===== src/hdl/aoc_pkg.sv =====
// ----------------------------------------------------------------------------
// aoc_pkg
// Shared constants, types and arithmetic helpers for the ARGB source-over
// compositing pipeline.
// ----------------------------------------------------------------------------
package aoc_pkg;

	localparam int unsigned CH_W     = 8;
	localparam int unsigned PIX_W    = 32;
	localparam int unsigned NUM_CH   = 3;
	localparam int unsigned WGT_W    = 2 * CH_W;
	localparam int unsigned PROD_W   = 3 * CH_W;
	localparam int unsigned QUOT_W   = 17;
	localparam int unsigned NUM_W    = 18;

	localparam logic [CH_W-1:0]   ALPHA_MAX  = 8'hFF;
	localparam logic [CH_W-1:0]   ALPHA_ZERO = 8'h00;
	localparam logic [PROD_W-1:0] ROUND_HALF = 24'd127;
	// ceil(2^31 / 255), exact floor division for every 24-bit dividend
	localparam logic [PROD_W-1:0] RECIP_255  = 24'h808081;
	localparam int unsigned       RECIP_SH   = 31;

	// partial quotient and remainder of the per-channel restoring divider
	typedef struct packed {
		logic [CH_W-1:0]  quot;
		logic [NUM_W-1:0] rem;
	} div_t;

	// floor(x / 255) through a reciprocal multiply
	function automatic logic [QUOT_W-1:0] div255(input logic [PROD_W-1:0] x);
		logic [2*PROD_W-1:0] prod;
		prod = {{PROD_W{1'b0}}, x} * {{PROD_W{1'b0}}, RECIP_255};
		return prod[RECIP_SH +: QUOT_W];
	endfunction

	// two restoring divide steps, quotient bits hi and hi-1
	function automatic div_t div_pair(input div_t d, input logic [CH_W-1:0] oa,
		input int unsigned hi);
		div_t             r;
		logic [NUM_W-1:0] trial;
		r = d;
		for (int unsigned k = 0; k < 2; k++) begin
			trial = {{(NUM_W-CH_W){1'b0}}, oa} << (hi - k);
			if (r.rem >= trial) begin
				r.rem               = r.rem - trial;
				r.quot[hi - k]      = 1'b1;
			end
		end
		return r;
	endfunction

endpackage


===== src/hdl/argb_alpha_over_composite.sv =====
// ----------------------------------------------------------------------------
// argb_alpha_over_composite
// Source-over compositing of a straight-alpha ARGB8888 foreground pixel over
// a background pixel. Input channel: in_valid / in_stall with fore_pixel and
// back_pixel. Output channel: out_valid / out_stall with blended_pixel.
// Seven register stages: weights, products, output alpha and numerators,
// then four stages of a restoring divider that retires two quotient bits
// per stage for all three color channels in parallel. A request is registered
// in each stage in turn before out_valid rises; one request is accepted every
// cycle while in_stall is low.
// Each stage loads whenever it is empty or the stage behind it moves, so a
// stall on the output only backs up the input once every stage is full, and
// bubbles close up while the receiver stalls. Nothing is dropped or repeated.
// Reset clears the stage valid bits only; the pipeline comes up empty and
// ready to take a request in the first cycle after reset.
// ----------------------------------------------------------------------------
module argb_alpha_over_composite (
	input  logic                        clk,
	input  logic                        arst_n,
	input  logic                        in_valid,
	output logic                        in_stall,
	input  logic [aoc_pkg::PIX_W-1:0]   fore_pixel,
	input  logic [aoc_pkg::PIX_W-1:0]   back_pixel,
	output logic                        out_valid,
	input  logic                        out_stall,
	output logic [aoc_pkg::PIX_W-1:0]   blended_pixel
);

	localparam int unsigned NS = 7;

	// stage valid bits and load enables
	logic [NS:1] vld_q;
	logic [NS:1] en;

	always_comb begin
		en[NS] = !vld_q[NS] || !out_stall;
		for (int i = NS - 1; i >= 1; i--) begin
			en[i] = !vld_q[i] || en[i+1];
		end
	end

	assign in_stall  = !en[1];
	assign out_valid = vld_q[NS];

	always_ff @(posedge clk or negedge arst_n) begin
		if (!arst_n) begin
			vld_q <= '0;
		end else begin
			if (en[1]) begin
				vld_q[1] <= in_valid;
			end
			for (int i = 2; i <= NS; i++) begin
				if (en[i]) begin
					vld_q[i] <= vld_q[i-1];
				end
			end
		end
	end

	// stage 1: split fields, background weight and foreground products
	logic                                               pass_s1;
	logic [aoc_pkg::PIX_W-1:0]                          pix_s1;
	logic [aoc_pkg::CH_W-1:0]                           fa_s1;
	logic [aoc_pkg::NUM_CH-1:0][aoc_pkg::CH_W-1:0]      bc_s1;
	logic [aoc_pkg::WGT_W-1:0]                          bw_s1;
	logic [aoc_pkg::NUM_CH-1:0][aoc_pkg::WGT_W-1:0]     ff_s1;
	logic [aoc_pkg::CH_W-1:0]                           fa_in;
	logic [aoc_pkg::CH_W-1:0]                           ba_in;

	assign fa_in = fore_pixel[31:24];
	assign ba_in = back_pixel[31:24];

	always_ff @(posedge clk) begin
		if (en[1]) begin
			pass_s1 <= (fa_in == aoc_pkg::ALPHA_ZERO) || (fa_in == aoc_pkg::ALPHA_MAX);
			pix_s1  <= (fa_in == aoc_pkg::ALPHA_ZERO) ? back_pixel : fore_pixel;
			fa_s1   <= fa_in;
			bw_s1   <= {{aoc_pkg::CH_W{1'b0}}, ba_in}
				* {{aoc_pkg::CH_W{1'b0}}, aoc_pkg::ALPHA_MAX - fa_in};
			for (int c = 0; c < aoc_pkg::NUM_CH; c++) begin
				bc_s1[c] <= back_pixel[c*aoc_pkg::CH_W +: aoc_pkg::CH_W];
				ff_s1[c] <= {{aoc_pkg::CH_W{1'b0}}, fore_pixel[c*aoc_pkg::CH_W +: aoc_pkg::CH_W]}
					* {{aoc_pkg::CH_W{1'b0}}, fa_in};
			end
		end
	end

	// stage 2: rounded alpha term and background products
	logic                                               pass_s2;
	logic [aoc_pkg::PIX_W-1:0]                          pix_s2;
	logic [aoc_pkg::CH_W-1:0]                           fa_s2;
	logic [aoc_pkg::CH_W-1:0]                           oaq_s2;
	logic [aoc_pkg::NUM_CH-1:0][aoc_pkg::WGT_W-1:0]     ff_s2;
	logic [aoc_pkg::NUM_CH-1:0][aoc_pkg::PROD_W-1:0]    bb_s2;
	logic [aoc_pkg::QUOT_W-1:0]                         oa_div;

	assign oa_div = aoc_pkg::div255({{aoc_pkg::CH_W{1'b0}}, bw_s1} + aoc_pkg::ROUND_HALF);

	always_ff @(posedge clk) begin
		if (en[2]) begin
			pass_s2 <= pass_s1;
			pix_s2  <= pix_s1;
			fa_s2   <= fa_s1;
			ff_s2   <= ff_s1;
			oaq_s2  <= oa_div[aoc_pkg::CH_W-1:0];
			for (int c = 0; c < aoc_pkg::NUM_CH; c++) begin
				bb_s2[c] <= {{aoc_pkg::WGT_W{1'b0}}, bc_s1[c]}
					* {{aoc_pkg::CH_W{1'b0}}, bw_s1};
			end
		end
	end

	// stage 3: output alpha with clamp, channel numerators
	logic                                               pass_s3;
	logic [aoc_pkg::PIX_W-1:0]                          pix_s3;
	logic [aoc_pkg::CH_W-1:0]                           oa_s3;
	logic [aoc_pkg::NUM_CH-1:0][aoc_pkg::NUM_W-1:0]     num_s3;
	logic [aoc_pkg::CH_W:0]                             oa_sum;
	logic [aoc_pkg::NUM_CH-1:0][aoc_pkg::NUM_W-1:0]     num_c;

	assign oa_sum = {1'b0, fa_s2} + {1'b0, oaq_s2};

	always_comb begin
		for (int c = 0; c < aoc_pkg::NUM_CH; c++) begin
			num_c[c] = {2'b00, ff_s2[c]} + {1'b0, aoc_pkg::div255(bb_s2[c])};
		end
	end

	always_ff @(posedge clk) begin
		if (en[3]) begin
			pass_s3 <= pass_s2;
			pix_s3  <= pix_s2;
			oa_s3   <= oa_sum[aoc_pkg::CH_W] ? aoc_pkg::ALPHA_MAX
				: oa_sum[aoc_pkg::CH_W-1:0];
			num_s3  <= num_c;
		end
	end

	// stage 4: overflow check and quotient bits 7 and 6
	logic                                               pass_s4;
	logic [aoc_pkg::PIX_W-1:0]                          pix_s4;
	logic [aoc_pkg::CH_W-1:0]                           oa_s4;
	logic [aoc_pkg::CH_W-1:0]                           oa_s5;
	logic [aoc_pkg::CH_W-1:0]                           oa_s6;
	logic [aoc_pkg::NUM_CH-1:0]                         ovf_s4;
	logic [aoc_pkg::NUM_CH-1:0]                         ovf_s5;
	logic [aoc_pkg::NUM_CH-1:0]                         ovf_s6;
	aoc_pkg::div_t [aoc_pkg::NUM_CH-1:0]                dv_s4;
	aoc_pkg::div_t [aoc_pkg::NUM_CH-1:0]                dv_s5;
	aoc_pkg::div_t [aoc_pkg::NUM_CH-1:0]                dv_s6;
	aoc_pkg::div_t [aoc_pkg::NUM_CH-1:0]                dv_c4;
	aoc_pkg::div_t [aoc_pkg::NUM_CH-1:0]                dv_c5;
	aoc_pkg::div_t [aoc_pkg::NUM_CH-1:0]                dv_c6;
	aoc_pkg::div_t [aoc_pkg::NUM_CH-1:0]                dv_c7;
	logic [aoc_pkg::NUM_CH-1:0]                         ovf_c;
	aoc_pkg::div_t                                      dv_init;

	always_comb begin
		dv_init = '0;
		for (int c = 0; c < aoc_pkg::NUM_CH; c++) begin
			ovf_c[c]     = num_s3[c] >= {2'b00, oa_s3, {aoc_pkg::CH_W{1'b0}}};
			dv_init.quot = '0;
			dv_init.rem  = num_s3[c];
			dv_c4[c]     = aoc_pkg::div_pair(dv_init, oa_s3, 7);
			dv_c5[c]     = aoc_pkg::div_pair(dv_s4[c], oa_s4, 5);
			dv_c6[c]     = aoc_pkg::div_pair(dv_s5[c], oa_s5, 3);
			dv_c7[c]     = aoc_pkg::div_pair(dv_s6[c], oa_s6, 1);
		end
	end

	always_ff @(posedge clk) begin
		if (en[4]) begin
			pass_s4 <= pass_s3;
			pix_s4  <= pix_s3;
			oa_s4   <= oa_s3;
			ovf_s4  <= ovf_c;
			dv_s4   <= dv_c4;
		end
	end

	// stage 5: quotient bits 5 and 4
	logic                                               pass_s5;
	logic [aoc_pkg::PIX_W-1:0]                          pix_s5;

	always_ff @(posedge clk) begin
		if (en[5]) begin
			pass_s5 <= pass_s4;
			pix_s5  <= pix_s4;
			oa_s5   <= oa_s4;
			ovf_s5  <= ovf_s4;
			dv_s5   <= dv_c5;
		end
	end

	// stage 6: quotient bits 3 and 2
	logic                                               pass_s6;
	logic [aoc_pkg::PIX_W-1:0]                          pix_s6;

	always_ff @(posedge clk) begin
		if (en[6]) begin
			pass_s6 <= pass_s5;
			pix_s6  <= pix_s5;
			oa_s6   <= oa_s5;
			ovf_s6  <= ovf_s5;
			dv_s6   <= dv_c6;
		end
	end

	// stage 7: last quotient bits, clamp and output register
	logic [aoc_pkg::PIX_W-1:0] blend_c;

	always_comb begin
		blend_c = {oa_s6, {(aoc_pkg::NUM_CH*aoc_pkg::CH_W){1'b0}}};
		for (int c = 0; c < aoc_pkg::NUM_CH; c++) begin
			blend_c[c*aoc_pkg::CH_W +: aoc_pkg::CH_W] = ovf_s6[c] ? aoc_pkg::ALPHA_MAX
				: dv_c7[c].quot;
		end
	end

	always_ff @(posedge clk) begin
		if (en[7]) begin
			blended_pixel <= pass_s6 ? pix_s6 : blend_c;
		end
	end

`ifndef ASSERT_OFF
	// input backs up only when every stage holds a request and the output stalls
	assert property (@(posedge clk) disable iff (!arst_n)
		in_stall |-> (out_valid && out_stall && (&vld_q)))
		else $error("input stalled while the pipeline has room");

	// divisor of a blended request is never zero
	assert property (@(posedge clk) disable iff (!arst_n)
		(vld_q[4] && !pass_s4) |-> (oa_s4 != aoc_pkg::ALPHA_ZERO))
		else $error("zero output alpha reached the divider");

	// remainder after six quotient bits stays below four times the divisor
	assert property (@(posedge clk) disable iff (!arst_n)
		(vld_q[6] && !pass_s6 && !ovf_s6[0])
		|-> (dv_s6[0].rem < ({{(aoc_pkg::NUM_W-aoc_pkg::CH_W){1'b0}}, oa_s6} << 2)))
		else $error("divider remainder out of range");
`endif

endmodule


===== config.mk =====
export PLATFORM = sky130hd
export DESIGN_NAME = argb_alpha_over_composite
export DESIGN_NICKNAME = d
export VERILOG_FILES = /design/src/hdl/aoc_pkg.sv /design/src/hdl/argb_alpha_over_composite.sv
export SDC_FILE = /design/constraint.sdc
export NUM_CORES = 2
export LEC_CHECK = 0
export BUFFER_PORTS_ARGS = -buffer_cell sky130_fd_sc_hd__clkbuf_2
export CAP_MARGIN = 10
export CORE_ASPECT_RATIO = 1.5
export CORE_UTILIZATION = 30
export DETAILED_ROUTE_END_ITERATION = 10
export SLEW_MARGIN = 10
export SYNTH_ARGS = -nofsm -noshare
export SYNTH_HDL_FRONTEND = slang
export SYNTH_SLANG_ARGS = --single-unit

===== constraint.sdc =====
create_clock -name clk -period 8.1 [get_ports clk]
set_input_delay 1.62 -clock clk [delete_from_list [all_inputs] [get_ports clk]]
set_output_delay 1.62 -clock clk [all_outputs]
set_load 0.01 [all_outputs]

# After elaboration in Yosys (flattened, before gate mapping)
# Cells that the tools add are included.
# classes
reduce_logical	18
muxes	38
n_mul	11
magnitude_cmp	27
eq_ne	1
n_addsub	30
# ops
operator	count
two-way mux 18 bit	21
multiplier 24 x 24 -> 48 bit (second input constant)	3
multiplier 8 x 16 -> 24 bit	3
multiplier 8 x 8 -> 16 bit	4
two-way mux 32 bit	2
two-way mux 19 bit	3
adder 16 x 17 -> 18 bit	3
greater-or-equal comparator 18 x 10 -> 1 bit	3
greater-or-equal comparator 18 x 11 -> 1 bit	3
greater-or-equal comparator 18 x 12 -> 1 bit	3
greater-or-equal comparator 18 x 13 -> 1 bit	3
greater-or-equal comparator 18 x 14 -> 1 bit	3
greater-or-equal comparator 18 x 15 -> 1 bit	3
greater-or-equal comparator 18 x 16 -> 1 bit	3
greater-or-equal comparator 18 x 8 -> 1 bit	3
greater-or-equal comparator 18 x 9 -> 1 bit	3
subtractor 18 x 10 -> 18 bit	3
subtractor 18 x 11 -> 18 bit	3
subtractor 18 x 12 -> 18 bit	3
subtractor 18 x 13 -> 18 bit	3
subtractor 18 x 14 -> 18 bit	3
subtractor 18 x 15 -> 18 bit	3
subtractor 18 x 8 -> 18 bit	3
subtractor 18 x 9 -> 18 bit	3
10 further kinds	35
# totals
out_inout_bits	34
elab_cells	201
regBits	762
input_bits	68

# Logic depth before layout (Yosys ltp)
# logic_depth
ltp_word	9
mapped_depth	27
mapped_depth_nobuf	27

# Least setup slack after synthesis
# Ideal clock, no wire load.
# synth_path
kind	input to output
from	in out_stall
to	out in_stall
slack_ps	-96
path_buffers	0
path_stages	4
t_arrival_ps	6576
t_required_ps	6480
cell_sequence	and3_1 > and3_1 > nand4_1 > inv_1
# synth_via
elab_chain_cells	9
# synth_lines
element	line_no	text
start: declaration	argb_alpha_over_composite.sv:25	input logic out_stall,
logical NOT 1 bit	argb_alpha_over_composite.sv:36	en[NS] = !vld_q[NS] || !out_stall;
logical OR 1 bit	argb_alpha_over_composite.sv:36	
logical OR 1 bit (6 in a row)	argb_alpha_over_composite.sv:38	en[i] = !vld_q[i] || en[i+1];
logical NOT 1 bit	argb_alpha_over_composite.sv:42	assign in_stall = !en[1];
end: declaration	argb_alpha_over_composite.sv:21	output logic in_stall,
# No other way between the ends.

==> results.py <==
metrics = {
    "timing": {
        "min_period_ns": 6.97,
        "rsz0062_at_grt": "no",
        "relSlewSlack": 0.249,
        "finalSetupViolations": 0,
        "skew_ns": 0.0363,
        "finalHoldViolations": 0,
        "max_freq_mhz": 144,
        "whs_ns": 0.405,
        "max_slew.worst_pin.slew_ns": 1.13,
        "period_share": 0.860,
        "setup_tns_ns": 0,
        "drv_slew": 0,
    },
    "placement": {
        "portBuffers": 101,
        "hpwl_mm": 135,
        "gp_congestion": 0.871,
    },
    "clock_tree": {
        "clock_path_buffers": 3,
        "cts_root_buf": "clkbuf_16",
        "cts-buffers-inserted": 75,
        "htree_levels": 3,
        "cts_tree": "yes",
        "path_clk_slew_ns": 0.07,
        "cts.repair.resized": 0,
        "insertion_delay_ns": 0.69,
        "clock_sinks": 762,
        "holdBufCountCts": 0,
        "cts_setup_buffers": 0,
    },
    "global_routing": {
        "grt_usage": 0.142,
        "grt_pass1_vias": 50300,
        "grt_max_degree": 132,
        "antenna_found_initial": 9,
        "grt_pass1_wl_mm": 265,
        "overflow": 0,
    },
    "setup_path": {
        "path_max_fanout": 5,
        "cpPeakStageDelay_ns": 0.52,
        "start_kind": "flop",
        "worst-setup-path-type": "reg -> reg",
        "crit_top_cell": "ha_1",
        "critPathCaptureType": "flop",
        "cp_slowest_cell": "o31ai_1",
        "required_ns": 8.53,
        "worstPathArrival_ns": 7.39,
    },
    "synth": {
        "syn_nets": 8204,
        "syn_area_sq_mm": 0.0694,
        "synthAdderAreaFrac": 0.342,
        "synthArstFlopShare": 0.00919,
        "synthXorXnorAreaFrac": 0.0401,
        "synthDistinctLibCells": 99,
        "ys_seq_elements": 762,
        "synth_top_family_by_area": "adder cells",
        "synth_top_flop_cell": "edfxtp_1",
        "synth_edf_count": 755,
        "synth_area_leaders": "edfxtp_1 33%, ha_1 21%, fa_1 14%",
        "syn_area_per_cell_sq_um": 10.6,
        "synth-simple-area-share": 0.133,
        "yosysTopAreaCell": "edfxtp_1",
        "synth-seq-area-share": 0.329,
        "synth_top_area_frac": 0.327,
        "synth_compound_area_frac": 0.0936,
        "muxShareOfSynthArea": 0.0136,
        "synthCells": 6524,
        "yosysWarningCount": 0,
    },
    "floorplan": {
        "rows": 215,
        "dieArea_sq_mm": 0.233,
        "die_x_microns": 395,
        "die_h_microns": 591,
        "io_pins": 102,
        "start_util": 0.303,
        "fp.coreArea_sq_mm": 0.229,
    },
    "route": {
        "firstDrtPassIters": 5,
        "drtIter0Drc": 1869,
        "viasPerCell": 4.85,
        "vias": 47100,
        "wl_per_cell_microns": 17.1,
        "drc": 0,
        "antenna_left": 0,
        "drt-total-wl_mm": 166,
    },
    "worst_hold_path": {
        "min_path_type": "reg -> reg",
    },
    "layout": {
        "drive_above_1_share": 0.0611,
        "fill_cells": 23000,
        "synthToLayoutAreaGrowth_pct": 9.73,
        "final_nets": 8283,
    },
    "job": {
        "cap_violations": 0,
    },
    "outcome": {
        "outcome": "finished, final reports clean",
    },
}
==> metrics by stage <==
step	utilization	cell area [sq um]	std cells	worst slack (ns)
floorplan	-	69400	6524	-0.0372
global placement	0.321	73600	9564	1.20
detailed placement	0.321	73600	9564	1.08
CTS	0.332	76200	9700	1.06
global route	0.332	76200	9701	0.610
finish	0.332	76200	9702	1.13
==> synth_stat cells, types with 87 or more instances <==
cell / number
and2_1: 324
clkbuf_1: 131
o21ai_0: 273
a21oi_1: 271
inv_1: 738
a21o_1: 112
xor2_1: 87
ha_1: 1140
xnor2_1: 231
fa_1: 472
nand2_1: 585
nor2b_1: 122
nor2_1: 293
nor3_1: 113
edfxtp_1: 755
==> state kept, by name (all words and copies together) (netlist names), 36 cells and up <==
| register | cells |
|---|---|
| num_s3 | 36 |
| dv_s6 | 54 |
| dv_s4 | 54 |
| ff_s1 | 48 |
| ff_s2 | 48 |
| dv_s5 | 54 |
| bb_s2 | 72 |
==> cells by family (layout without fill, tap and decap cells) <==
kind of cell / Yosys count / count (layout)
xor+xnor: 318 / 318
mux: 86 / 86
compound gates: 1032 / 1032
simple gates: 1819 / 1819
buf+inv: 895 / 1033
fa+ha+maj: 1612 / 1612
other cells: 0 / 2
flops: 762 / 762
==> final timing paths <==
kind,endpoint,slack (ns),cells after the start,from
worst max-delay path,num_s3[17]$_DFFE_PP_,1.13,26,bb_s2[10]$_DFFE_PP_
worst min-delay path,ff_s2[0]$_DFFE_PP_,0.40,0,ff_s1[0]$_DFFE_PN_
worst max register to register,num_s3[17]$_DFFE_PP_,1.13,26,bb_s2[10]$_DFFE_PP_
worst min register to register,ff_s2[0]$_DFFE_PP_,0.40,0,ff_s1[0]$_DFFE_PN_
max in group asynchronous,vld_q[7]$_DFFE_PN0P_,7.16,1,arst_n
min in group asynchronous,vld_q[1]$_DFFE_PN0N_,0.77,1,arst_n
==> area by class of cell <==
type	instances	area [sq um]	area share
clock inverter	52	634	0.00833
multi-input combinational	4867	43200	0.567
sequential	762	22800	0.300
timing repair buffer	155	936	0.0123
inverter	742	2790	0.0366
antenna	2	5.00	0.0000657
clock buffer	84	1950	0.0256
tap	3038	3800	0.0499
==> cells in the final DEF, fill, tap and decap left out, types with 231 or more instances in the layout <==
master,Yosys,routed
ha_1,1140,1140
a21oi_1,271,271
edfxtp_1,755,755
nand2_1,585,582
inv_1,738,736
and2_1,324,324
fa_1,472,472
xnor2_1,231,231
o21ai_0,273,273
nor2_1,293,293
==> layer usage <==
metal / global-route usage / routed length, microns
met5: 0 / 13
met4: 0.0606 / 6880
met3: 0.0163 / 5490
met2: 0.272 / 87600
met1: 0.156 / 66200
==> critical path, delay by kind of cell (launching register included) <==
| kind | cells | cell delay [ns] |
|---|---|---|
| flops | 1 | 0.46 |
| fa+ha+maj | 7 | 2.44 |
| xor+xnor | 1 | 0.15 |
| buf+inv | 2 | 0.11 |
| compound gates | 11 | 2.46 |
| simple gates | 5 | 1.09 |
Power is left out: the tool's default activity adds up to more than one toggle a clock period on the data nets, which glitch-free logic cannot reach.
